<file path="src/rtl/core/h2r_pkg.sv">
package h2r_pkg;

    // Hue circle and fixed-point scale.
    localparam int unsigned HUE_TURN    = 5760;
    localparam int unsigned HUE_SECTOR  = 960;
    localparam int unsigned FRAC_ONE    = 255;
    localparam int unsigned FULL_X      = FRAC_ONE * HUE_SECTOR;
    localparam int unsigned DENOM       = FULL_X * FRAC_ONE;

    // floor(31 * 2^32 / DENOM): the quotient estimate is low by at most one.
    localparam int unsigned RECIP       = 2132;
    localparam int unsigned RECIP_SHIFT = 32;

    localparam int HUE_W  = 13;
    localparam int POS_W  = 10;
    localparam int X_W    = 18;
    localparam int NUM_W  = 26;
    localparam int Y_W    = 31;
    localparam int PROD_W = 37;
    localparam int CH_W   = 5;

    typedef enum logic [2:0] {
        SEC_RED_YEL = 3'd0,
        SEC_YEL_GRN = 3'd1,
        SEC_GRN_CYN = 3'd2,
        SEC_CYN_BLU = 3'd3,
        SEC_BLU_MAG = 3'd4,
        SEC_MAG_RED = 3'd5
    } sector_t;

    typedef logic [X_W-1:0]   frac_t;
    typedef logic [NUM_W-1:0] num_t;
    typedef logic [CH_W-1:0]  chan_t;

    typedef struct packed {
        logic [15:0] hue;
        logic [7:0]  saturation;
        logic [7:0]  brightness;
    } hsv_word_t;

    typedef struct packed {
        logic [15:0] packed_color;
        logic [4:0]  red5;
        logic [4:0]  green5;
        logic [4:0]  blue5;
    } rgb_word_t;

    // Load enables of a two-stage section.
    typedef struct packed {
        logic first;
        logic second;
    } pair_en_t;

    // Scaled value at which the channel reaches qe + 1.
    function automatic logic [Y_W-1:0] step_bound(input chan_t qe);
        logic [Y_W-1:0] idx;
        idx = {{(Y_W-CH_W){1'b0}}, qe} + Y_W'(1);
        return Y_W'(idx * Y_W'(DENOM));
    endfunction

endpackage

</file>
<file path="src/rtl/core/h2r_sector.sv">
module h2r_sector (
    input  logic                          aclk,
    input  logic                          en,
    input  h2r_pkg::hsv_word_t            in_word,
    output h2r_pkg::sector_t              sector,
    output logic [h2r_pkg::POS_W-1:0]     pos,
    output logic [7:0]                    sat,
    output logic [7:0]                    bri
);

    logic [h2r_pkg::HUE_W-1:0] hue_w;
    logic [h2r_pkg::HUE_W-1:0] base;
    h2r_pkg::sector_t          sector_next;
    h2r_pkg::sector_t          sector_reg;
    logic [h2r_pkg::POS_W-1:0] pos_next;
    logic [h2r_pkg::POS_W-1:0] pos_reg;
    logic [7:0]                sat_reg;
    logic [7:0]                bri_reg;

    // A hue of a full turn or more wraps to zero.
    always_comb begin
        if (in_word.hue >= 16'(h2r_pkg::HUE_TURN)) begin
            hue_w = '0;
        end else begin
            hue_w = in_word.hue[h2r_pkg::HUE_W-1:0];
        end
    end

    always_comb begin
        priority if (hue_w >= h2r_pkg::HUE_W'(5 * h2r_pkg::HUE_SECTOR)) begin
            sector_next = h2r_pkg::SEC_MAG_RED;
            base        = h2r_pkg::HUE_W'(5 * h2r_pkg::HUE_SECTOR);
        end else if (hue_w >= h2r_pkg::HUE_W'(4 * h2r_pkg::HUE_SECTOR)) begin
            sector_next = h2r_pkg::SEC_BLU_MAG;
            base        = h2r_pkg::HUE_W'(4 * h2r_pkg::HUE_SECTOR);
        end else if (hue_w >= h2r_pkg::HUE_W'(3 * h2r_pkg::HUE_SECTOR)) begin
            sector_next = h2r_pkg::SEC_CYN_BLU;
            base        = h2r_pkg::HUE_W'(3 * h2r_pkg::HUE_SECTOR);
        end else if (hue_w >= h2r_pkg::HUE_W'(2 * h2r_pkg::HUE_SECTOR)) begin
            sector_next = h2r_pkg::SEC_GRN_CYN;
            base        = h2r_pkg::HUE_W'(2 * h2r_pkg::HUE_SECTOR);
        end else if (hue_w >= h2r_pkg::HUE_W'(h2r_pkg::HUE_SECTOR)) begin
            sector_next = h2r_pkg::SEC_YEL_GRN;
            base        = h2r_pkg::HUE_W'(h2r_pkg::HUE_SECTOR);
        end else begin
            sector_next = h2r_pkg::SEC_RED_YEL;
            base        = '0;
        end
        pos_next = h2r_pkg::POS_W'(hue_w - base);
    end

    always_ff @(posedge aclk) begin
        if (en) begin
            sector_reg <= sector_next;
            pos_reg    <= pos_next;
            sat_reg    <= in_word.saturation;
            bri_reg    <= in_word.brightness;
        end
    end

    assign sector = sector_reg;
    assign pos    = pos_reg;
    assign sat    = sat_reg;
    assign bri    = bri_reg;

endmodule

</file>
<file path="src/rtl/core/h2r_chan_num.sv">
module h2r_chan_num (
    input  logic                          aclk,
    input  h2r_pkg::pair_en_t             en,
    input  h2r_pkg::sector_t              sector,
    input  logic [h2r_pkg::POS_W-1:0]     pos,
    input  logic [7:0]                    sat,
    input  logic [7:0]                    bri,
    output h2r_pkg::num_t                 red_num,
    output h2r_pkg::num_t                 green_num,
    output h2r_pkg::num_t                 blue_num
);

    localparam int PadS = h2r_pkg::X_W - 8;
    localparam int PadP = h2r_pkg::X_W - h2r_pkg::POS_W;
    localparam int PadB = h2r_pkg::NUM_W - 8;
    localparam int PadX = h2r_pkg::NUM_W - h2r_pkg::X_W;

    h2r_pkg::frac_t            x_full;
    h2r_pkg::frac_t            x_p;
    h2r_pkg::frac_t            x_q;
    h2r_pkg::frac_t            x_t;
    logic [h2r_pkg::POS_W-1:0] rest;
    h2r_pkg::frac_t            xr_next;
    h2r_pkg::frac_t            xg_next;
    h2r_pkg::frac_t            xb_next;
    h2r_pkg::frac_t            xr_reg;
    h2r_pkg::frac_t            xg_reg;
    h2r_pkg::frac_t            xb_reg;
    logic [7:0]                bri_reg;
    h2r_pkg::num_t             nr_reg;
    h2r_pkg::num_t             ng_reg;
    h2r_pkg::num_t             nb_reg;

    // Numerators over 255 * 960, before the brightness factor. With zero
    // saturation all of them equal the full scale, which gives grey.
    always_comb begin
        x_full = h2r_pkg::X_W'(h2r_pkg::FULL_X);
        rest   = h2r_pkg::POS_W'(h2r_pkg::HUE_SECTOR) - pos;
        x_p    = {{PadS{1'b0}}, 8'(h2r_pkg::FRAC_ONE) - sat}
                 * h2r_pkg::X_W'(h2r_pkg::HUE_SECTOR);
        x_q    = x_full - ({{PadS{1'b0}}, sat} * {{PadP{1'b0}}, pos});
        x_t    = x_full - ({{PadS{1'b0}}, sat} * {{PadP{1'b0}}, rest});
    end

    always_comb begin
        unique case (sector)
            h2r_pkg::SEC_RED_YEL: begin
                xr_next = x_full; xg_next = x_t;    xb_next = x_p;
            end
            h2r_pkg::SEC_YEL_GRN: begin
                xr_next = x_q;    xg_next = x_full; xb_next = x_p;
            end
            h2r_pkg::SEC_GRN_CYN: begin
                xr_next = x_p;    xg_next = x_full; xb_next = x_t;
            end
            h2r_pkg::SEC_CYN_BLU: begin
                xr_next = x_p;    xg_next = x_q;    xb_next = x_full;
            end
            h2r_pkg::SEC_BLU_MAG: begin
                xr_next = x_t;    xg_next = x_p;    xb_next = x_full;
            end
            h2r_pkg::SEC_MAG_RED: begin
                xr_next = x_full; xg_next = x_p;    xb_next = x_q;
            end
            default: begin
                xr_next = x_full; xg_next = x_p;    xb_next = x_q;
            end
        endcase
    end

    always_ff @(posedge aclk) begin
        if (en.first) begin
            xr_reg  <= xr_next;
            xg_reg  <= xg_next;
            xb_reg  <= xb_next;
            bri_reg <= bri;
        end
        if (en.second) begin
            nr_reg <= {{PadB{1'b0}}, bri_reg} * {{PadX{1'b0}}, xr_reg};
            ng_reg <= {{PadB{1'b0}}, bri_reg} * {{PadX{1'b0}}, xg_reg};
            nb_reg <= {{PadB{1'b0}}, bri_reg} * {{PadX{1'b0}}, xb_reg};
        end
    end

    assign red_num   = nr_reg;
    assign green_num = ng_reg;
    assign blue_num  = nb_reg;

endmodule

</file>
<file path="src/rtl/core/h2r_div31.sv">
module h2r_div31 (
    input  logic              aclk,
    input  h2r_pkg::pair_en_t en,
    input  h2r_pkg::num_t     num,
    output h2r_pkg::chan_t    chan
);

    localparam int PadN = h2r_pkg::PROD_W - h2r_pkg::NUM_W;
    localparam int PadY = h2r_pkg::Y_W - h2r_pkg::NUM_W;

    logic [h2r_pkg::PROD_W-1:0] prod_next;
    logic [h2r_pkg::PROD_W-1:0] prod_reg;
    logic [h2r_pkg::Y_W-1:0]    y_next;
    logic [h2r_pkg::Y_W-1:0]    y_reg;
    h2r_pkg::chan_t             qe;
    h2r_pkg::chan_t             chan_next;
    h2r_pkg::chan_t             chan_reg;

    // The reciprocal product gives the quotient or one less; the scaled
    // numerator 31 * num is kept beside it to settle which.
    always_comb begin
        prod_next = {{PadN{1'b0}}, num} * h2r_pkg::PROD_W'(h2r_pkg::RECIP);
        y_next    = {num, {PadY{1'b0}}} - {{PadY{1'b0}}, num};
        qe        = prod_reg[h2r_pkg::RECIP_SHIFT +: h2r_pkg::CH_W];
        if (y_reg >= h2r_pkg::step_bound(qe)) begin
            chan_next = qe + h2r_pkg::CH_W'(1);
        end else begin
            chan_next = qe;
        end
    end

    always_ff @(posedge aclk) begin
        if (en.first) begin
            prod_reg <= prod_next;
            y_reg    <= y_next;
        end
        if (en.second) begin
            chan_reg <= chan_next;
        end
    end

    assign chan = chan_reg;

endmodule

</file>
<file path="src/rtl/core/hsv_to_rgba5551.sv">
// HSV to RGBA5551 color converter.
//
// The input channel (s_valid, s_ready, s_word) carries one HSV word: hue in
// 1/16 degree, where a full turn or more wraps to zero, and saturation and
// brightness as 8-bit fractions with 255 meaning one. The result channel
// (m_valid, m_ready, m_word) returns one word per input word, in order: the
// three 5-bit channels, truncated exactly, and the packed RGBA5551 color with
// alpha set.
//
// The pipeline has five register stages: sector decode, numerator select,
// brightness multiply, reciprocal multiply, and quotient correction into the
// output register. An accepted word passes through these registers in order;
// m_valid rises once it is in the output register, and it leaves when the
// receiver takes it. One word can be taken in every cycle while the receiver
// keeps up or a stage is empty. Each stage moves when it is empty or when the
// stage after it moves, so bubbles are squeezed out while the receiver stalls;
// s_ready falls only once all five stages hold a word.
//
// Reset clears all stage valid flags; no word is in flight afterward.
module hsv_to_rgba5551 (
    input  logic               aclk,
    input  logic               aresetn,
    input  logic               s_valid,
    output logic               s_ready,
    input  h2r_pkg::hsv_word_t s_word,
    output logic               m_valid,
    input  logic               m_ready,
    output h2r_pkg::rgb_word_t m_word
);

    logic [4:0]                vld_reg;
    logic [4:0]                vld_next;
    logic [4:0]                load;
    h2r_pkg::pair_en_t         num_en;
    h2r_pkg::pair_en_t         div_en;
    h2r_pkg::sector_t          sector;
    logic [h2r_pkg::POS_W-1:0] pos;
    logic [7:0]                sat;
    logic [7:0]                bri;
    h2r_pkg::num_t             red_num;
    h2r_pkg::num_t             green_num;
    h2r_pkg::num_t             blue_num;
    h2r_pkg::chan_t            red;
    h2r_pkg::chan_t            green;
    h2r_pkg::chan_t            blue;

    // A stage loads when it is empty or its word is moving on.
    always_comb begin
        load[4] = !vld_reg[4] || m_ready;
        load[3] = !vld_reg[3] || load[4];
        load[2] = !vld_reg[2] || load[3];
        load[1] = !vld_reg[1] || load[2];
        load[0] = !vld_reg[0] || load[1];

        vld_next[0] = load[0] ? s_valid    : vld_reg[0];
        vld_next[1] = load[1] ? vld_reg[0] : vld_reg[1];
        vld_next[2] = load[2] ? vld_reg[1] : vld_reg[2];
        vld_next[3] = load[3] ? vld_reg[2] : vld_reg[3];
        vld_next[4] = load[4] ? vld_reg[3] : vld_reg[4];

        num_en.first  = load[1];
        num_en.second = load[2];
        div_en.first  = load[3];
        div_en.second = load[4];
    end

    always_ff @(posedge aclk) begin
        if (!aresetn) begin
            vld_reg <= '0;
        end else begin
            vld_reg <= vld_next;
        end
    end

    h2r_sector u_sector (
        .aclk    (aclk),
        .en      (load[0]),
        .in_word (s_word),
        .sector  (sector),
        .pos     (pos),
        .sat     (sat),
        .bri     (bri)
    );

    h2r_chan_num u_chan_num (
        .aclk      (aclk),
        .en        (num_en),
        .sector    (sector),
        .pos       (pos),
        .sat       (sat),
        .bri       (bri),
        .red_num   (red_num),
        .green_num (green_num),
        .blue_num  (blue_num)
    );

    h2r_div31 u_div_red (
        .aclk (aclk),
        .en   (div_en),
        .num  (red_num),
        .chan (red)
    );

    h2r_div31 u_div_green (
        .aclk (aclk),
        .en   (div_en),
        .num  (green_num),
        .chan (green)
    );

    h2r_div31 u_div_blue (
        .aclk (aclk),
        .en   (div_en),
        .num  (blue_num),
        .chan (blue)
    );

    assign s_ready = load[0];
    assign m_valid = vld_reg[4];

    always_comb begin
        m_word.packed_color = {red, green, blue, 1'b1};
        m_word.red5         = red;
        m_word.green5       = green;
        m_word.blue5        = blue;
    end

    // Input stalls only when every stage is occupied.
    a_stall_only_when_full: assert property (
        @(posedge aclk) disable iff (!aresetn)
        !s_ready |-> (vld_reg == 5'b11111)
    ) else $error("input stalled while the pipeline has a free stage");

    // With the receiver ready throughout, an accepted word reaches the output
    // register and raises m_valid.
    a_latency: assert property (
        @(posedge aclk) disable iff (!aresetn)
        (s_valid && s_ready) ##1 m_ready ##1 m_ready ##1 m_ready ##1 m_ready
        |=> m_valid
    ) else $error("accepted word did not reach the output in time");

    // Reset empties the pipeline.
    a_reset_empty: assert property (
        @(posedge aclk)
        !aresetn |=> (vld_reg == 5'b00000)
    ) else $error("pipeline not empty after reset");

endmodule

</file>
<file path="config.mk">
export PLATFORM = sky130hd
export DESIGN_NAME = hsv_to_rgba5551
export DESIGN_NICKNAME = d
export VERILOG_FILES = /design/src/rtl/core/h2r_pkg.sv /design/src/rtl/core/h2r_sector.sv /design/src/rtl/core/h2r_chan_num.sv /design/src/rtl/core/h2r_div31.sv /design/src/rtl/core/hsv_to_rgba5551.sv
export SDC_FILE = /design/constraint.sdc
export NUM_CORES = 2
export LEC_CHECK = 0
export BUFFER_PORTS_ARGS = -buffer_cell sky130_fd_sc_hd__buf_2
export CAP_MARGIN = 10
export CORE_MARGIN = 1.5
export CORE_UTILIZATION = 50
export DETAILED_ROUTE_END_ITERATION = 10
export HOLD_SLACK_MARGIN = 0.15
export PLACE_DENSITY = 0.78
export SETUP_SLACK_MARGIN = 0.4
export SLEW_MARGIN = 20
export SYNTH_ARGS = -nofsm -noshare
export SYNTH_HDL_FRONTEND = slang
export SYNTH_SLANG_ARGS = --single-unit
export TNS_END_PERCENT = 20
</file>
<file path="constraint.sdc">
create_clock -name aclk -period 15.4 [get_ports aclk]
set_input_delay 3.85 -clock aclk [delete_from_list [all_inputs] [get_ports aclk]]
set_output_delay 3.85 -clock aclk [all_outputs]
set_load 0.01 [all_outputs]
</file>
==> results.txt <==
STA puts the critical path data arrival time at 5.23 ns. The initial cell density of the core came out at 0.505. The total of buffers placed on input and output ports came out at 67. The synthesized area per cell came out at between 9 and 10 um2. The critical path in this run is classified as in2out. The total vias in the final route came out at 33800.

The floorplan step set the die height to approximately 310 um. In this run, post-CTS repair resized a total of 0 instances. The CTS sink count is about 300. Based on the critical path, the design can be clocked at up to 0.110 GHz. The worst hold slack after final layout is around 0.42 ns. The routed wire length came out at between 90000 and 100000 um. STA classifies the critical path endpoint as an output port. By area, the combinational part of the netlist is dominated by adder cells. Among all stages on the critical path, the largest delay is contributed by sky130_fd_sc_hd__and3_1. The clock latency on the worst-skew pair came out at 0.60 ns.

The number of buffers inserted during clock tree synthesis came out at 38. Yosys printed 0 warnings. The area growth from synthesis to layout is 6.10%. The final worst-path setup slack came out at 6.32 ns. The post-placement setup slack came out at 6.31 ns. After clock tree synthesis, the setup repair step added 0 buffers. The post-synthesis sequential element count came out at between 200 and 300.

The detailed-routing iteration count for the pre-antenna-repair pass is 5. The number of nets with antenna violations after routing came out at 0. The final max-slew violation count came to 0. The number of antenna violations at the first check in global routing was 0. The number of vias per cell after detailed routing is ~5.3.

The number of endpoints failing setup at the final stage came out at 0. Of the post-synthesis cell area, the dominant cell type holds 0.234. The first global-routing pass estimated roughly 170000 um of wire. The total count of hold-check failures in the final report came out at 0. The count of flip-flops with a built-in enable after synthesis is about 300. The fraction of registers with async set or reset after synthesis is 0. The root buffer cell chosen for the clock tree is sky130_fd_sc_hd__clkbuf_16. The largest net degree at the start of global routing is just under 80. The xor/xnor cell area share of the yosys netlist came out at 0.0532.

The number of global-route vias before repair is around 35000. The count of nets after finishing is 6475. By instance count, the cell type seen most on the critical path is sky130_fd_sc_hd__buf_2.

In this run the standard cell core region covers 95000 um2. The tightest min-delay check is of the reg2reg type. Yosys mapped the design onto 90 distinct sky130hd cell types. Walking the worst path, the cells encountered are buf_2 -> nor2b_1 -> and3_1 -> nand3_2 -> buf_4 -> buf_2. The CTS tree is built. The number of fill cells is slightly above 8000. The weighted congestion reported at the end of routability-driven placement came out at just over 0.9. Of the total synthesized cell area, the portion taken by AND, OR, NAND and NOR gates is 0.125.

The row count came out at approximately 110. The post-synthesis instance area is approximately 48000 um2. The total overflow left after global routing is 0. sky130_fd_sc_hd__fa_1 takes more of the synthesized area than any other cell.

Setup repair after global routing left no endpoint under its margin. The clock period minus worst slack came out at just over 9 ns. Buffers inserted to repair hold after CTS numbered 0. The maximum level of the CTS H-tree came out at 2. The wire-length estimate of the detail-placed layout is between 70000 and 80000 um. The adder-cell share of the synthesized area came out at 0.443. After detailed routing, the average wire length per cell comes to approximately 15 um.

The die outline area is between 90000 and 100000 um2. The die boundary width came out at 313 um. The compound-gate portion of the synthesized area is 0.0961.

The relative slew slack is 0.322. The fraction of layout cells with a size suffix above 1 came out at 0.0397. The clock edge transition at the registers on the reported setup and hold paths is ~0.060 ns. The dominant register cell in the synthesized netlist is sky130_fd_sc_hd__edfxtp_1. The max-cap check violation count came out at 0. The total routing usage reported by global routing is 0.208. Clock skew on the completed layout was measured at about 0.042 ns. In the routed design, unresolved DRC markers number 0.

The highest net fanout along the worst path is 31. The critical path data required time is about 12 ns. After synthesis, the cell types taking the most area are sky130_fd_sc_hd__fa_1 (23%), sky130_fd_sc_hd__ha_1 (21%), sky130_fd_sc_hd__edfxtp_1 (18%). The detailed router finished its first iteration with around 2000 violations. The net count of the mapped netlist came out at roughly 6500. The transition time at the pin with the least slew margin is approximately 1.0 ns. STA classifies the critical path startpoint as an input port. The delay of the slowest cell on the worst path came out at 0.36 ns. Synthesis handed over a netlist of a little over 5000 instances. The final sum of negative setup slack is 0 ns.

The top-level port count is 69. The part of the cycle the worst path needs is 0.589. The largest buffer count on any clock path is 3. The part of the Yosys area used for sequential elements came out at 0.185.

The antenna diode count came out at 0. The run finished with clean final reports. The proportion of synthesized area in mux cells is 0.00261.
==> worst paths after layout <==
check | from | to | slack (ns) | cells after the start
worst max-delay path | m_ready | s_ready | 6.32 | 6
worst min-delay path | u_sector.bri[5]$_DFFE_PP_ | u_chan_num.bri_reg[5]$_DFFE_PP_ | 0.42 | 0
worst max register to register | u_div_blue.prod_reg[32]$_DFFE_PP_ | u_div_blue.chan[4]$_DFFE_PP_ | 7.60 | 27
worst min register to register | u_sector.bri[5]$_DFFE_PP_ | u_chan_num.bri_reg[5]$_DFFE_PP_ | 0.42 | 0
==> stage by stage <==
stage	instances	util	area [um2]
after floorplan	5056	-	48000
after global placement	6302	0.522	49600
after detailed placement	6302	0.522	49600
after CTS	6372	0.536	50900
after global routing	6372	0.536	50900
final	6372	0.536	50900
==> critical path: cells and delay by family <==
family,cells,cell delay (ns)
buf+inv,3,0.55
simple gates,3,0.80
==> cells in the mapped netlist, drive strengths merged, types with 17 or more instances <==
cell type / count
a211oi: 34
a21o: 97
a21oi: 184
a31oi: 29
and2: 309
and3: 29
buf: 25
clkbuf: 81
edfxtp: 292
fa: 561
ha: 801
inv: 1098
nand2: 409
nand2b: 26
nand3: 45
nand4: 31
nor2: 186
nor2b: 41
nor3: 64
o211ai: 17
o21a: 41
o21ai: 114
o21bai: 29
or3: 18
xnor2: 202
xor2: 86
==> cell type report <==
type / instances / area, um2 / area share
Clock buffer: 39 / 976 / 0.0192
Clock inverter: 31 / 337 / 0.00661
Inverter: 1098 / 4120 / 0.0810
Multi-Input combinational cell: 3555 / 34500 / 0.678
Sequential cell: 297 / 8870 / 0.174
Tap cell: 1265 / 1580 / 0.0311
Timing Repair Buffer: 87 / 485 / 0.00954
==> kinds of logic (layout without fill, tap and decap cells) <==
group,count (synthesis),count (layout)
adder cells (fa/ha/maj),1362,1362
buffers and inverters,1204,1255
AND/OR/NAND/NOR,1201,1201
AO/OA/AOI/OAI,690,690
flip-flops,297,297
XOR/XNOR,289,289
multiplexers,12,12
other,1,1
==> cells in the final DEF, fill, tap and decap left out, drive strengths merged, types with 18 or more instances in the layout <==
master  synthesis  routed
inv          1098    1104
ha            801     801
fa            561     561
nand2         409     409
and2          309     309
edfxtp        292     292
xnor2         202     202
nor2          186     186
a21oi         184     184
o21ai         114     114
a21o           97      97
buf            25      87
xor2           86      86
nor3           64      64
nand3          45      45
nor2b          41      41
o21a           41      41
clkbuf         81      39
a211oi         34      34
nand4          31      31
o21bai         29      29
a31oi          29      29
and3           29      29
nand2b         26      26
or3            18      18
==> per-layer routing <==
metal | share of wire | wire, um | vias to the layer above | GRT usage
met2 | 0.50 | 49100 | 721 | 0.370
met3 | 0.041 | 4010 | 142 | 0.0224
li1 | - | - | 16400 | -
met4 | 0.019 | 1870 | 0 | 0.0501
met5 | 0 | 0 | - | 0
met1 | 0.44 | 43600 | 16500 | 0.269
Power is left out: the tool's default activity adds up to more than one toggle a clock period on the data nets, which glitch-free logic cannot reach.
